$ cat config.mk
export PLATFORM = sky130hd
export DESIGN_NAME = tls_sni_extract_hash_core
export DESIGN_NICKNAME = d
export VERILOG_FILES = /design/src/design/tlssni_pkg.sv /design/src/design/tlssni_cfg.sv /design/src/design/tlssni_fnv.sv /design/src/design/tlssni_parser.sv /design/src/design/tls_sni_extract_hash_core.sv
export SDC_FILE = /design/constraint.sdc
export NUM_CORES = 1
export LEC_CHECK = 0
export BUFFER_PORTS_ARGS = -buffer_cell sky130_fd_sc_hd__buf_2
export CAP_MARGIN = 0
export CORE_MARGIN = 5
export CORE_UTILIZATION = 40
export CTS_CLUSTER_DIAMETER = 120
export DETAILED_ROUTE_END_ITERATION = 7
export GPL_ROUTABILITY_DRIVEN = 0
export PLACE_DENSITY = 0.59
export SYNTH_ARGS = -nofsm -noshare
export SYNTH_HDL_FRONTEND = slang
export SYNTH_HIERARCHICAL = 1
export SYNTH_SLANG_ARGS = --single-unit
$ cat constraint.sdc
create_clock -name clk -period 10.12 [get_ports clk]
set_input_delay 0.506 -clock clk [delete_from_list [all_inputs] [get_ports clk]]
set_output_delay 0.506 -clock clk [all_outputs]
set_load 0.1 [all_outputs]
$ cat src/design/tlssni_pkg.sv
// ----------------------------------------------------------------------------
// TLS SNI extract and hash: shared package
// Result codes, configuration register indexes, widths and the constants of
// the ClientHello parser and the FNV-1a 64 hash.
// ----------------------------------------------------------------------------
`default_nettype none

package tlssni_pkg;

	// Default for the number of payload bytes that are parsed.
	localparam int MAX_PAYLOAD_DEF = 8192;

	// Configuration port.
	localparam int CFG_IDX_W  = 4;
	localparam int CFG_DATA_W = 7;
	localparam logic [CFG_IDX_W-1:0] CFG_EXT_LIMIT  = CFG_IDX_W'(0);
	localparam logic [CFG_IDX_W-1:0] CFG_NAME_LIMIT = CFG_IDX_W'(1);

	localparam int EXT_LIMIT_W  = 5;
	localparam int NAME_LIMIT_W = 7;
	localparam logic [EXT_LIMIT_W-1:0]  EXT_LIMIT_RST  = EXT_LIMIT_W'(20);
	localparam logic [NAME_LIMIT_W-1:0] NAME_LIMIT_RST = NAME_LIMIT_W'(64);

	// Result status codes.
	localparam logic [1:0] STATUS_NOT_TLS = 2'd0;
	localparam logic [1:0] STATUS_NO_SNI  = 2'd1;
	localparam logic [1:0] STATUS_HASH    = 2'd2;

	// Record and handshake header.
	localparam logic [7:0] REC_TYPE_HANDSHAKE = 8'h16;
	localparam logic [7:0] HS_TYPE_CLIENT_HELLO = 8'h01;
	localparam int REC_TYPE_POS  = 0;
	localparam int HS_TYPE_POS   = 5;
	localparam int SID_LEN_POS   = 43;
	localparam int SID_START_POS = 44;

	// Extension type of server_name, and the bytes from the end of its type
	// field to the high byte of the first name length.
	localparam logic [15:0] EXT_SERVER_NAME = 16'h0000;
	localparam int SNI_NAME_LEN_SKIP = 6;

	// FNV-1a 64.
	localparam logic [63:0] FNV_BASIS  = 64'hcbf29ce484222325;
	localparam logic [63:0] HASH_ONES  = 64'hFFFFFFFFFFFFFFFF;
	localparam logic [63:0] HASH_REMAP = 64'hFFFFFFFFFFFFFFFE;

	typedef struct packed {
		logic [EXT_LIMIT_W-1:0]  ext_limit;
		logic [NAME_LIMIT_W-1:0] name_limit;
	} cfg_t;

	typedef struct packed {
		logic [1:0]  status;
		logic [63:0] sni_hash;
	} result_t;

endpackage

`default_nettype wire

$ cat src/design/tlssni_cfg.sv
// ----------------------------------------------------------------------------
// TLS SNI extract and hash: configuration registers
// Holds the extension limit and the server name length limit.
// ----------------------------------------------------------------------------
`default_nettype none

module tlssni_cfg import tlssni_pkg::*; (
	input  wire logic                  clk,
	input  wire logic                  arst_n,
	input  wire logic                  cfg_valid,
	output logic                       cfg_ready,
	input  wire logic [CFG_IDX_W-1:0]  cfg_index,
	input  wire logic [CFG_DATA_W-1:0] cfg_data,
	output cfg_t                       cfg
);

	logic [EXT_LIMIT_W-1:0]  ext_limit_q;
	logic [NAME_LIMIT_W-1:0] name_limit_q;
	logic                    wr;

	assign cfg_ready = 1'b1;
	assign wr = cfg_valid & cfg_ready;

	always_ff @(posedge clk or negedge arst_n) begin
		if (!arst_n) begin
			ext_limit_q  <= EXT_LIMIT_RST;
			name_limit_q <= NAME_LIMIT_RST;
		end else if (wr) begin
			// Writes to an index beyond the two registers are dropped.
			if (cfg_index == CFG_EXT_LIMIT) begin
				ext_limit_q <= cfg_data[EXT_LIMIT_W-1:0];
			end
			if (cfg_index == CFG_NAME_LIMIT) begin
				name_limit_q <= cfg_data[NAME_LIMIT_W-1:0];
			end
		end
	end

	assign cfg.ext_limit  = ext_limit_q;
	assign cfg.name_limit = name_limit_q;

endmodule

`default_nettype wire

$ cat src/design/tlssni_fnv.sv
// ----------------------------------------------------------------------------
// TLS SNI extract and hash: FNV-1a 64 step
// Lower-cases one name byte, folds it into the hash and multiplies by the
// FNV prime as a sum of shifted copies.
// ----------------------------------------------------------------------------
`default_nettype none

module tlssni_fnv (
	input  wire logic [63:0] hash_in,
	input  wire logic [7:0]  name_byte,
	output logic [63:0]      hash_out
);

	logic [7:0]  lc;
	logic [63:0] x;

	always_comb begin
		lc = name_byte;
		if (name_byte >= 8'h41 && name_byte <= 8'h5A) begin
			lc = name_byte + 8'd32;
		end
	end

	assign x = hash_in ^ {56'd0, lc};

	// The prime is 2^40 + 0x1b3, and 0x1b3 is 256 + 128 + 32 + 16 + 2 + 1.
	assign hash_out = (x << 40) + (x << 8) + (x << 7) + (x << 5) + (x << 4)
		+ (x << 1) + x;

endmodule

`default_nettype wire

$ cat src/design/tlssni_parser.sv
// ----------------------------------------------------------------------------
// TLS SNI extract and hash: ClientHello parser
// Walks the record one byte a cycle on step, jumping over variable-length
// fields, hashes the server name and forms the result on the final byte.
// ----------------------------------------------------------------------------
`default_nettype none

module tlssni_parser import tlssni_pkg::*; #(
	parameter int MAX_PAYLOAD = MAX_PAYLOAD_DEF
) (
	input  wire logic       clk,
	input  wire logic       arst_n,
	input  wire cfg_t       cfg,
	input  wire logic       step,
	input  wire logic [7:0] byte_in,
	input  wire logic       last_in,
	output result_t         result
);

	localparam int PosW = $clog2(MAX_PAYLOAD + 1);
	localparam int TgtW = ((PosW > 16) ? PosW : 16) + 2;
	localparam logic [PosW-1:0] MaxPos = PosW'(MAX_PAYLOAD);
	localparam logic [TgtW-1:0] MaxTgt = TgtW'(MAX_PAYLOAD);

	typedef enum logic [3:0] {
		PH_HDR, PH_CS_HI, PH_CS_LO, PH_COMP, PH_EL_HI, PH_EL_LO, PH_ET_HI,
		PH_ET_LO, PH_XL_HI, PH_XL_LO, PH_NL_HI, PH_NL_LO, PH_NAME, PH_DONE
	} phase_t;

	typedef enum logic [1:0] {
		DEC_NONE, DEC_NOT_TLS, DEC_ERROR, DEC_HASH
	} dec_t;

	phase_t                  phase_q, phase_n, jmp_ph;
	dec_t                    dec_q, dec_n, dec_val;
	logic [PosW-1:0]         pos_q, pos_n, tgt_q, tgt_n;
	logic [7:0]              fhb_q, fhb_n;
	logic [EXT_LIMIT_W-1:0]  cnt_q, cnt_n, ext_cnt;
	logic [NAME_LIMIT_W-1:0] left_q, left_n, name_len;
	logic [63:0]             hash_q, hash_n, fnv_out;
	logic                    handle, do_jump, do_ext, do_finish, do_decide;
	logic [TgtW-1:0]         jmp_tgt, pt;
	logic [15:0]             v16;

	tlssni_fnv u_fnv (
		.hash_in  (hash_q),
		.name_byte(byte_in),
		.hash_out (fnv_out)
	);

	assign pt  = TgtW'(pos_q);
	assign v16 = {fhb_q, byte_in};
	assign handle = (phase_q != PH_DONE) && (pos_q < MaxPos)
		&& ((phase_q == PH_HDR) || (pos_q == tgt_q));

	always_comb begin
		phase_n   = phase_q;
		dec_n     = dec_q;
		tgt_n     = tgt_q;
		fhb_n     = fhb_q;
		cnt_n     = cnt_q;
		left_n    = left_q;
		hash_n    = hash_q;
		do_jump   = 1'b0;
		jmp_tgt   = pt + TgtW'(1);
		jmp_ph    = phase_q;
		do_ext    = 1'b0;
		ext_cnt   = cnt_q;
		do_finish = 1'b0;
		do_decide = 1'b0;
		dec_val   = DEC_NONE;
		name_len  = v16[NAME_LIMIT_W-1:0];

		if (handle) begin
			unique case (phase_q)
				PH_HDR: begin
					priority if (pos_q == PosW'(REC_TYPE_POS)
							&& byte_in != REC_TYPE_HANDSHAKE) begin
						do_decide = 1'b1;
						dec_val   = DEC_NOT_TLS;
					end else if (pos_q == PosW'(HS_TYPE_POS)
							&& byte_in != HS_TYPE_CLIENT_HELLO) begin
						do_decide = 1'b1;
						dec_val   = DEC_NOT_TLS;
					end else if (pos_q == PosW'(SID_LEN_POS)) begin
						do_jump = 1'b1;
						jmp_tgt = TgtW'(SID_START_POS) + TgtW'(byte_in);
						jmp_ph  = PH_CS_HI;
					end else begin
					end
				end
				PH_CS_HI, PH_EL_HI, PH_ET_HI, PH_XL_HI, PH_NL_HI: begin
					fhb_n   = byte_in;
					do_jump = 1'b1;
					unique case (phase_q)
						PH_CS_HI: jmp_ph = PH_CS_LO;
						PH_EL_HI: jmp_ph = PH_EL_LO;
						PH_ET_HI: jmp_ph = PH_ET_LO;
						PH_XL_HI: jmp_ph = PH_XL_LO;
						default:  jmp_ph = PH_NL_LO;
					endcase
				end
				PH_CS_LO: begin
					do_jump = 1'b1;
					jmp_tgt = pt + TgtW'(1) + TgtW'(v16);
					jmp_ph  = PH_COMP;
				end
				PH_COMP: begin
					do_jump = 1'b1;
					jmp_tgt = pt + TgtW'(1) + TgtW'(byte_in);
					jmp_ph  = PH_EL_HI;
				end
				PH_EL_LO: begin
					do_ext = 1'b1;
				end
				PH_ET_LO: begin
					do_jump = 1'b1;
					if (v16 == EXT_SERVER_NAME) begin
						jmp_tgt = pt + TgtW'(SNI_NAME_LEN_SKIP);
						jmp_ph  = PH_NL_HI;
					end else begin
						jmp_ph = PH_XL_HI;
					end
				end
				PH_XL_LO: begin
					cnt_n   = cnt_q + EXT_LIMIT_W'(1);
					ext_cnt = cnt_n;
					do_ext  = 1'b1;
					jmp_tgt = pt + TgtW'(1) + TgtW'(v16);
				end
				PH_NL_LO: begin
					if (v16 > 16'(cfg.name_limit)) begin
						name_len = cfg.name_limit;
					end
					if (name_len == '0) begin
						do_finish = 1'b1;
					end else begin
						left_n  = name_len;
						do_jump = 1'b1;
						jmp_ph  = PH_NAME;
					end
				end
				PH_NAME: begin
					hash_n = fnv_out;
					left_n = left_q - NAME_LIMIT_W'(1);
					if (left_n == '0) begin
						do_finish = 1'b1;
					end else begin
						do_jump = 1'b1;
						jmp_ph  = PH_NAME;
					end
				end
				default: begin
				end
			endcase
		end

		// Every new extension is checked against the limit before its type.
		if (do_ext) begin
			if (ext_cnt >= cfg.ext_limit) begin
				do_decide = 1'b1;
				dec_val   = DEC_ERROR;
			end else begin
				do_jump = 1'b1;
				jmp_ph  = PH_ET_HI;
			end
		end

		// A jump that lands beyond the parsed window counts as truncation.
		if (do_jump) begin
			if (jmp_tgt >= MaxTgt) begin
				do_decide = 1'b1;
				dec_val   = DEC_ERROR;
			end else begin
				tgt_n   = jmp_tgt[PosW-1:0];
				phase_n = jmp_ph;
			end
		end

		if (do_finish) begin
			if (hash_n == '0 || hash_n == HASH_ONES) begin
				hash_n = HASH_REMAP;
			end
			do_decide = 1'b1;
			dec_val   = DEC_HASH;
		end

		if (do_decide) begin
			dec_n   = dec_val;
			phase_n = PH_DONE;
		end

		pos_n = (pos_q < MaxPos) ? pos_q + PosW'(1) : pos_q;

		result.sni_hash = '0;
		if (dec_n == DEC_HASH) begin
			result.status   = STATUS_HASH;
			result.sni_hash = hash_n;
		end else if (dec_n == DEC_NOT_TLS || phase_n == PH_HDR) begin
			result.status = STATUS_NOT_TLS;
		end else begin
			result.status = STATUS_NO_SNI;
		end
	end

	always_ff @(posedge clk or negedge arst_n) begin
		if (!arst_n) begin
			phase_q <= PH_HDR;
			dec_q   <= DEC_NONE;
			pos_q   <= '0;
			tgt_q   <= '0;
			fhb_q   <= '0;
			cnt_q   <= '0;
			left_q  <= '0;
			hash_q  <= FNV_BASIS;
		end else if (step) begin
			if (last_in) begin
				phase_q <= PH_HDR;
				dec_q   <= DEC_NONE;
				pos_q   <= '0;
				tgt_q   <= '0;
				fhb_q   <= '0;
				cnt_q   <= '0;
				left_q  <= '0;
				hash_q  <= FNV_BASIS;
			end else begin
				phase_q <= phase_n;
				dec_q   <= dec_n;
				pos_q   <= pos_n;
				tgt_q   <= tgt_n;
				fhb_q   <= fhb_n;
				cnt_q   <= cnt_n;
				left_q  <= left_n;
				hash_q  <= hash_n;
			end
		end
	end

	// A decision is taken exactly when the parser has finished.
	a_done_decided: assert property (@(posedge clk) disable iff (!arst_n)
		(phase_q == PH_DONE) == (dec_q != DEC_NONE))
		else $error("parser finished state and decision disagree");

	// The final byte leaves the parser ready for a new packet.
	a_clear_after_last: assert property (@(posedge clk) disable iff (!arst_n)
		step && last_in |=> pos_q == '0 && phase_q == PH_HDR && hash_q == FNV_BASIS)
		else $error("packet state not cleared after final byte");

	// The position stops at the end of the parsed window, and a pending read target lies inside it.
	a_pos_bound: assert property (@(posedge clk) disable iff (!arst_n)
		pos_q <= MaxPos && (phase_q == PH_HDR || phase_q == PH_DONE || tgt_q < MaxPos))
		else $error("byte position or read target out of range");

endmodule

`default_nettype wire

$ cat src/design/tls_sni_extract_hash_core.sv
// ----------------------------------------------------------------------------
// TLS SNI extract and hash: top level
// Input byte register, ClientHello parser with FNV-1a 64 hash, result
// register and configuration registers.
// ----------------------------------------------------------------------------
// The block takes one TCP payload byte per cycle and gives one result per
// packet, on the transfer of the byte marked last_byte: status 0 when the
// packet is not a TLS ClientHello or ends in its fixed header, 1 when it is
// cut short later or carries no server name within ext_limit extensions,
// and 2 with the lower-cased FNV-1a 64 hash of up to name_limit name bytes
// (0 and all ones become HASH_REMAP). The parser and hash state advance by
// one byte on each transfer, so a byte can be transferred in every cycle; a
// byte is held in the input register, and the result is registered in the
// output register as the final byte leaves the input register. A final byte
// waits in the input register only while an earlier result has not been
// taken. Bytes beyond MAX_PAYLOAD are ignored. Reset sets ext_limit to 20
// and name_limit to 64; registers are to be written only while no packet is
// in flight, and the block itself does not enforce this.
`default_nettype none

module tls_sni_extract_hash_core import tlssni_pkg::*; #(
	parameter int MAX_PAYLOAD = MAX_PAYLOAD_DEF
) (
	input  wire logic                  clk,
	input  wire logic                  arst_n,
	input  wire logic                  cfg_valid,
	output logic                       cfg_ready,
	input  wire logic [CFG_IDX_W-1:0]  cfg_index,
	input  wire logic [CFG_DATA_W-1:0] cfg_data,
	input  wire logic                  in_valid,
	output logic                       in_ready,
	input  wire logic [7:0]            payload_byte,
	input  wire logic                  last_byte,
	output logic                       out_valid,
	input  wire logic                  out_ready,
	output logic [1:0]                 status,
	output logic [63:0]                sni_hash
);

	cfg_t        cfg;
	result_t     result;
	logic        valid_s1, last_s1;
	logic [7:0]  byte_s1;
	logic        res_free, s1_go;
	logic        out_valid_q;
	logic [1:0]  status_q;
	logic [63:0] hash_q;

	tlssni_cfg u_cfg (
		.clk      (clk),
		.arst_n   (arst_n),
		.cfg_valid(cfg_valid),
		.cfg_ready(cfg_ready),
		.cfg_index(cfg_index),
		.cfg_data (cfg_data),
		.cfg      (cfg)
	);

	// Only a final byte needs room in the result register.
	assign res_free = !out_valid_q || out_ready;
	assign s1_go    = valid_s1 && (!last_s1 || res_free);
	assign in_ready = !valid_s1 || s1_go;

	always_ff @(posedge clk or negedge arst_n) begin
		if (!arst_n) begin
			valid_s1 <= 1'b0;
		end else if (in_valid && in_ready) begin
			valid_s1 <= 1'b1;
		end else if (s1_go) begin
			valid_s1 <= 1'b0;
		end
	end

	always_ff @(posedge clk) begin
		if (in_valid && in_ready) begin
			byte_s1 <= payload_byte;
			last_s1 <= last_byte;
		end
	end

	tlssni_parser #(
		.MAX_PAYLOAD(MAX_PAYLOAD)
	) u_parser (
		.clk    (clk),
		.arst_n (arst_n),
		.cfg    (cfg),
		.step   (s1_go),
		.byte_in(byte_s1),
		.last_in(last_s1),
		.result (result)
	);

	always_ff @(posedge clk or negedge arst_n) begin
		if (!arst_n) begin
			out_valid_q <= 1'b0;
		end else if (s1_go && last_s1) begin
			out_valid_q <= 1'b1;
		end else if (out_ready) begin
			out_valid_q <= 1'b0;
		end
	end

	always_ff @(posedge clk) begin
		if (s1_go && last_s1) begin
			status_q <= result.status;
			hash_q   <= result.sni_hash;
		end
	end

	assign out_valid = out_valid_q;
	assign status    = status_q;
	assign sni_hash  = hash_q;

	// A result appears only from the transfer of a final byte.
	a_result_source: assert property (@(posedge clk) disable iff (!arst_n)
		$rose(out_valid_q) |-> $past(s1_go && last_s1))
		else $error("result raised without a final byte");

	// A final byte is held back only by a result that has not been taken.
	a_stall_cause: assert property (@(posedge clk) disable iff (!arst_n)
		valid_s1 && !s1_go |-> last_s1 && out_valid_q && !out_ready)
		else $error("input register stalled without cause");

	// The hash is zero unless it is valid, and never a remapped value.
	a_hash_zero: assert property (@(posedge clk) disable iff (!arst_n)
		out_valid_q && status_q != STATUS_HASH |-> hash_q == '0)
		else $error("hash not zero for a result without a hash");

	a_hash_remap: assert property (@(posedge clk) disable iff (!arst_n)
		out_valid_q && status_q == STATUS_HASH |-> hash_q != '0 && hash_q != HASH_ONES)
		else $error("hash result holds a value that should be remapped");

endmodule

`default_nettype wire
# After elaboration in Yosys (flattened, before gate mapping)
# Cells that the tools add are included.
dict set report totals {
  regBits 207
  latchBits 0
  mem_bits_rw 0
  mem_bits_ro 0
  n_memories 0
}
dict set report op_classes {
  n_addsub 15
  mul 0
  n_div 0
  magnitude_cmp 6
  n_eq_ne 24
  n_shift 0
  mux 85
  bitwise_logic 1
  n_reduce_logical 42
}
# operator count
set op_table {}
lappend op_table {{$add 64x64->64} 6}
lappend op_table {{$mux 64} 5}
lappend op_table {{$mux 18} 5}
lappend op_table {{$pmux 18 s4} 1}
lappend op_table {{$mux 14} 5}
lappend op_table {{$eq 64x64->1 const B} 1}
lappend op_table {{$logic_not 64->1} 1}
lappend op_table {{$xor 64x8->64} 1}
lappend op_table {{$mux 4} 12}
lappend op_table {{$mux 7} 6}
lappend op_table {{$mux 8} 4}
lappend op_table {{$mux 1} 28}
lappend op_table {{$pmux 4 s7} 1}
lappend op_table {{$mux 2} 11}
lappend op_table {{$eq 4x4->1 const B} 5}
lappend op_table {{$add 18x16->18} 1}
lappend op_table {{$add 18x8->18} 1}
lappend op_table {{$ge 18x14->1 const B} 1}
lappend op_table {{$eq 4x3->1 const B} 4}
lappend op_table {{$gt 16x7->1} 1}
lappend op_table {{$logic_not 16->1} 1}
lappend op_table {{$pmux 4 s4} 1}
lappend op_table {{$add 14x1->15 const B} 1}
lappend op_table {{$add 14x3->15 const B} 1}
lappend op_table {{other kinds (39)} 69}

# Longest topological paths before layout
dict set report logic_depth {
  word_depth 17
  depth_mapped 34
}

# Hierarchy
# Netlist, hierarchy kept.
# mod n_inst cells_per_inst area_per_inst_um2 seq_area_each_um2
set modules_own_cells {}
lappend modules_own_cells {tlssni_parser 1 1205 10208.5 2987.9}
lappend modules_own_cells {tlssni_fnv 1 904 9713.1 0.0}
lappend modules_own_cells {tls_sni_extract_hash_core 1 85 2369.8 2302.2}
lappend modules_own_cells {tlssni_cfg 1 29 489.2 304.0}

# Worst setup path after synthesis
# No wires, ideal clock.
dict set report synth_timing {
  kind {reg-to-reg}
  from {register byte_s1[1]}
  to {register hash_q[22], in the netlist sni_hash[22], data pin}
  setup_time_ns 0.141
  arrival_time_ns 7.795
  slack_ns 2.184
  stages_incl_launch_ff 32
  n_path_buf 3
  synth_period_minus_slack_ns 7.936
  cell_sequence {edfxtp_1 or4_1 o22ai_1 nor4b_1 and2_1 xnor2_1 inv_1 fa_1 fa_1 inv_1 fa_1 ha_1 ha_1 a211o_1 a311o_1 nand4_1 and3b_1 o31ai_1 a21oi_2 o21ai_1 a31oi_1 xnor2_1 nor4_1 nand4_1 or4_1 nand2_1 mux2i_1 or2_1 buf_2 clkbuf_1 clkbuf_1 a21oi_2}
}
dict set report synth_between {
  elab_chain_len 16
}
# element line_no
set synth_lines {}
lappend synth_lines {{start, declared} tls_sni_extract_hash_core.sv:43} ;# logic [7:0] byte_s1;
lappend synth_lines {{start signal, assigned} tls_sni_extract_hash_core.sv:76} ;# byte_s1 <= payload_byte;
lappend synth_lines {{$ge 8x7->1 / $le 8x7->1 (equally long branches)} tlssni_fnv.sv:19} ;# if (name_byte >= 8'h41 && name_byte <= 8'h5A) begin
lappend synth_lines {{$logic_and 1x1->1} tlssni_fnv.sv:19}
lappend synth_lines {{$mux 8 *} tlssni_fnv.sv:19}
lappend synth_lines {{$xor 64x8->64 *} tlssni_fnv.sv:24} ;# assign x = hash_in ^ {56'd0, lc};
lappend synth_lines {{$add 64x64->64 (4 in a row)} tlssni_fnv.sv:27} ;# assign hash_out = (x << 40) + (x << 8) + (x << 7) + (x << 5) + (x << 4)
lappend synth_lines {{$add 64x64->64} tlssni_fnv.sv:28} ;# + (x << 1) + x;
lappend synth_lines {{$add 64x64->64 *} tlssni_fnv.sv:28}
lappend synth_lines {{named net u_parser.fnv_out[37]} tlssni_parser.sv:40} ;# logic [63:0] hash_q, hash_n, fnv_out;
lappend synth_lines {{$mux 64 *} tlssni_parser.sv:75} ;# unique case (phase_q)
lappend synth_lines {{$mux 64 *} tlssni_parser.sv:74} ;# if (handle) begin
lappend synth_lines {{$eq 64x64->1 / $logic_not 64->1 (equally long branches)} tlssni_parser.sv:181} ;# if (hash_n == '0 || hash_n == HASH_ONES) begin
lappend synth_lines {{$logic_or 1x1->1 *} tlssni_parser.sv:181}
lappend synth_lines {{$mux 64 *} tlssni_parser.sv:181}
lappend synth_lines {{$mux 64 *} tlssni_parser.sv:180} ;# if (do_finish) begin
lappend synth_lines {{end signal, assigned} tls_sni_extract_hash_core.sv:106} ;# hash_q <= result.sni_hash;
lappend synth_lines {{end, declared} tls_sni_extract_hash_core.sv:47} ;# logic [63:0] hash_q;
# Mark *: on every way through the listed nets, which the timed path passes. The rest lies on a longest branch. The select of a mux whose other input is x is not followed.
# A chain may end at the register's enable or synchronous reset.

# Worst setup path after layout
dict set report layout_timing {
  from {register byte_s1[4]}
  to {register u_parser.hash_q[25]}
}
dict set report layout_between {
  elab_chain_len 17
}
# element line_no
set layout_lines {}
lappend layout_lines {{$ge 8x7->1 / $le 8x7->1 (equally long branches)} tlssni_fnv.sv:19}
lappend layout_lines {{$logic_and 1x1->1} tlssni_fnv.sv:19}
lappend layout_lines {{$mux 8 *} tlssni_fnv.sv:19}
lappend layout_lines {{$xor 64x8->64 *} tlssni_fnv.sv:24}
lappend layout_lines {{$add 64x64->64 (4 in a row)} tlssni_fnv.sv:27}
lappend layout_lines {{$add 64x64->64} tlssni_fnv.sv:28}
lappend layout_lines {{$add 64x64->64 *} tlssni_fnv.sv:28}
lappend layout_lines {{named net u_parser.fnv_out[62]} tlssni_parser.sv:40}
lappend layout_lines {{$mux 64 *} tlssni_parser.sv:75}
lappend layout_lines {{$mux 64 *} tlssni_parser.sv:74}
lappend layout_lines {{$eq 64x64->1 / $logic_not 64->1 (equally long branches)} tlssni_parser.sv:181}
lappend layout_lines {{$logic_or 1x1->1 *} tlssni_parser.sv:181}
lappend layout_lines {{$mux 64 *} tlssni_parser.sv:181}
lappend layout_lines {{$mux 64 *} tlssni_parser.sv:180}
lappend layout_lines {{$mux 64 *} tlssni_parser.sv:217} ;# if (last_in) begin
lappend layout_lines {{end signal, assigned} tlssni_parser.sv:234} ;# hash_q <= hash_n;
lappend layout_lines {{end, declared} tlssni_parser.sv:40}
# Marks and branches as above.

==> results.toml <==
[layout]
final_common_cell = "fa_1"
syn2layout_area_growth_pct = 8.48
final_core_util = 0.438
multiInputGateArea_um2 = 16300
ff_latch_area_um2 = 5590
final_cell_mix = "fa_1 (248), ha_1 (150), nor2_1 (137)"
drive_above_1_share = 0.134
nFillCells = 5502
fin_cells = 3042
num-nets-final = 2687

[synth]
synthArstFlopShare = 0.638
ys_types = 104
synth_edf_count = 75
synth-seq-cells = 207
ys.flop_type = "dfrtp_1"
synth-seq-area-share = 0.246
yosys_warnings = 6
netlist_instances = 2223
avgSynthCellArea_um2 = 10.2
synth_fp_nets = 2646
syn_area_um2 = 22800

[global_route]
grt_pass1_wl_um = 111000
grt.total_usage = 0.223
grt_max_degree = 73
antenna_found_initial = 0
first_global_vias = 18600
gr-total-overflow = 0

[sta]
drv_slew = 0
rsz0062_at_grt = "no"
finalClockSkew_ns = 0.0174
finalHoldViolations = 0
setup_tns_ns = 0
setup_viol = 0
fin_crit_ns = 9.32
period_share = 0.921
timing.hold.ws_ns = 0.114
relSlewSlack = 0.272
fmax_ghz = 0.107
worst_pin_slew_ns = 1.09

[clock_tree]
cts_hold_buf = 1
post_cts_resize_count = 0
numCtsBuffers = 27
cts_tree = "done"
root_buffer = "clkbuf_16"
htree_levels = 1
cts.clk_slew.worst_paths_ns = 0.06
insertion_delay_ns = 0.56
clock-sinks = 207
postCtsSetupBuffers = 0
cts_buffer_depth = 3

[setup_path]
r2r_end = "u_parser/hash_q[25]"
cp_slowest_cell = "edfxtp_1"
arrival_ns = 9.82
rr_startpoint = "byte_s1[4]"
crit_type = "reg -> reg"
worstRegToRegCells = 32
startpoint = "byte_s1[4]"
cp_max_fo = 23
critPathMaxStageDelay_ns = 0.64
worst-r2r-setup-slack_ns = 0.80
start_kind = "flip-flop"
end_kind = "flip-flop"
required_ns = 10.61

[worst_hold_path]
whs_path_depth = 1
whs_endpoint = "byte_s1[6]"
worstHoldStart = "payload_byte[6]"
holdCritPathClass = "in -> reg"

[detailed_routing]
avgViaCountPerCell = 6.04
antenna_left = 0
vias = 18400
first_iter_violations = 1566
drc = 0
totalWireLength_um = 70400
dr.pass1.iters = 6
wl_per_cell_um = 23.1

[floorplanning]
core_area_um2 = 56400
rows = 87
initial_core_util = 0.404
ioPinCount = 94
die_y_um = 249
dieArea_um2 = 61800
die_w_um = 249

[placed_design]
dp_hpwl_um = 54900
dp.cells = 2990
io_buffers = 92

[status]
outcome = "finished clean"

[run]
max_cap_violations = 0
flip-flops by register name, summed over array words and instances, names as in the netlist, 2 cells and up:
signal              cells
u_parser/hash_q        64
u_parser/fhb_q          8
u_parser/cnt_q          5
u_parser/left_q         7
u_parser/dec_q          2
u_parser/pos_q         14
sni_hash               64
byte_s1                 8
u_cfg/ext_limit_q       5
u_parser/tgt_q         14
u_cfg/name_limit_q      7
status                  2
u_parser/phase_q        4
worst max-delay path by stage:
stage / end / slack (ns) / depth (start not counted)
3_5_place_dp: u_parser/hash_q[23] / 0.83 / 32
2_1_floorplan: sni_hash[22] / 2.18 / 31
4_1_cts: u_parser/hash_q[25] / 0.79 / 32
6_report: u_parser/hash_q[25] / 0.80 / 32
5_1_grt: u_parser/hash_q[28] / 0.36 / 32
3_3_place_gp: u_parser/hash_q[25] / 0.99 / 32
cells in the mapped netlist, drive strengths merged (54+ instances only):
cell type,n,area share
a21oi,187,0.050
buf,54,0.016
dfrtp,101,0.11
edfxtp,75,0.099
fa,248,0.22
ha,150,0.082
inv,89,0.015
mux2i,69,0.030
nand2,126,0.021
nand4,77,0.021
nor2,139,0.023
nor4,57,0.018
o21ai,145,0.033
xnor2,73,0.028
xor2,59,0.023
area by class of cell:
type,instances,area share
multi-input cells,1820,0.661
clock inverters,19,0.00532
clock buffers,31,0.0284
well taps,756,0.0383
flip-flops and latches,207,0.226
inverters,90,0.0137
repair buffers,118,0.0269
diodes,1,0.000101
kinds of logic (layout without fill, tap and decap cells):
kind of cell / after synthesis / in the layout / synth area share
and+or+nand+nor: 574 / 574 / 0.135
other: 1 / 2 / 0.000165
adders and majority gates: 398 / 398 / 0.300
buffers and inverters: 196 / 258 / 0.0390
muxes: 86 / 86 / 0.0387
AOI/OAI and AO/OA: 629 / 629 / 0.190
xor gates and xnor gates: 132 / 132 / 0.0511
DFF: 207 / 207 / 0.246
critical path, delay by kind of cell (launching register included):
kind            cells  cell delay (ns)
fa+ha+maj           5             2.18
xor+xnor            1             0.38
simple gates       10             2.98
buf+inv             5             0.74
compound gates     10             2.17
mux                 1             0.12
flops               1             0.64
layer usage:
layer	part of all wire	wire, µm	vias to the layer above	GRT usage
met5	0	0	-	0
met1	0.43	30400	9264	0.316
met2	0.46	32000	746	0.351
met3	0.072	5090	164	0.0354
met4	0.040	2810	0	0.0755
li1	-	-	8213	-
metrics by stage:
step | setup slack [ns] | instance area [µm²]
5_1_grt | 0.360 | 24700
3_5_place_dp | 0.830 | 23900
4_1_cts | 0.794 | 24700
6_report | 0.797 | 24700
3_3_place_gp | 0.990 | 23900
2_1_floorplan | 2.18 | 22800
Power is not shown: default switching activity piles up to over one toggle a cycle in this logic, so the estimate is an artifact.
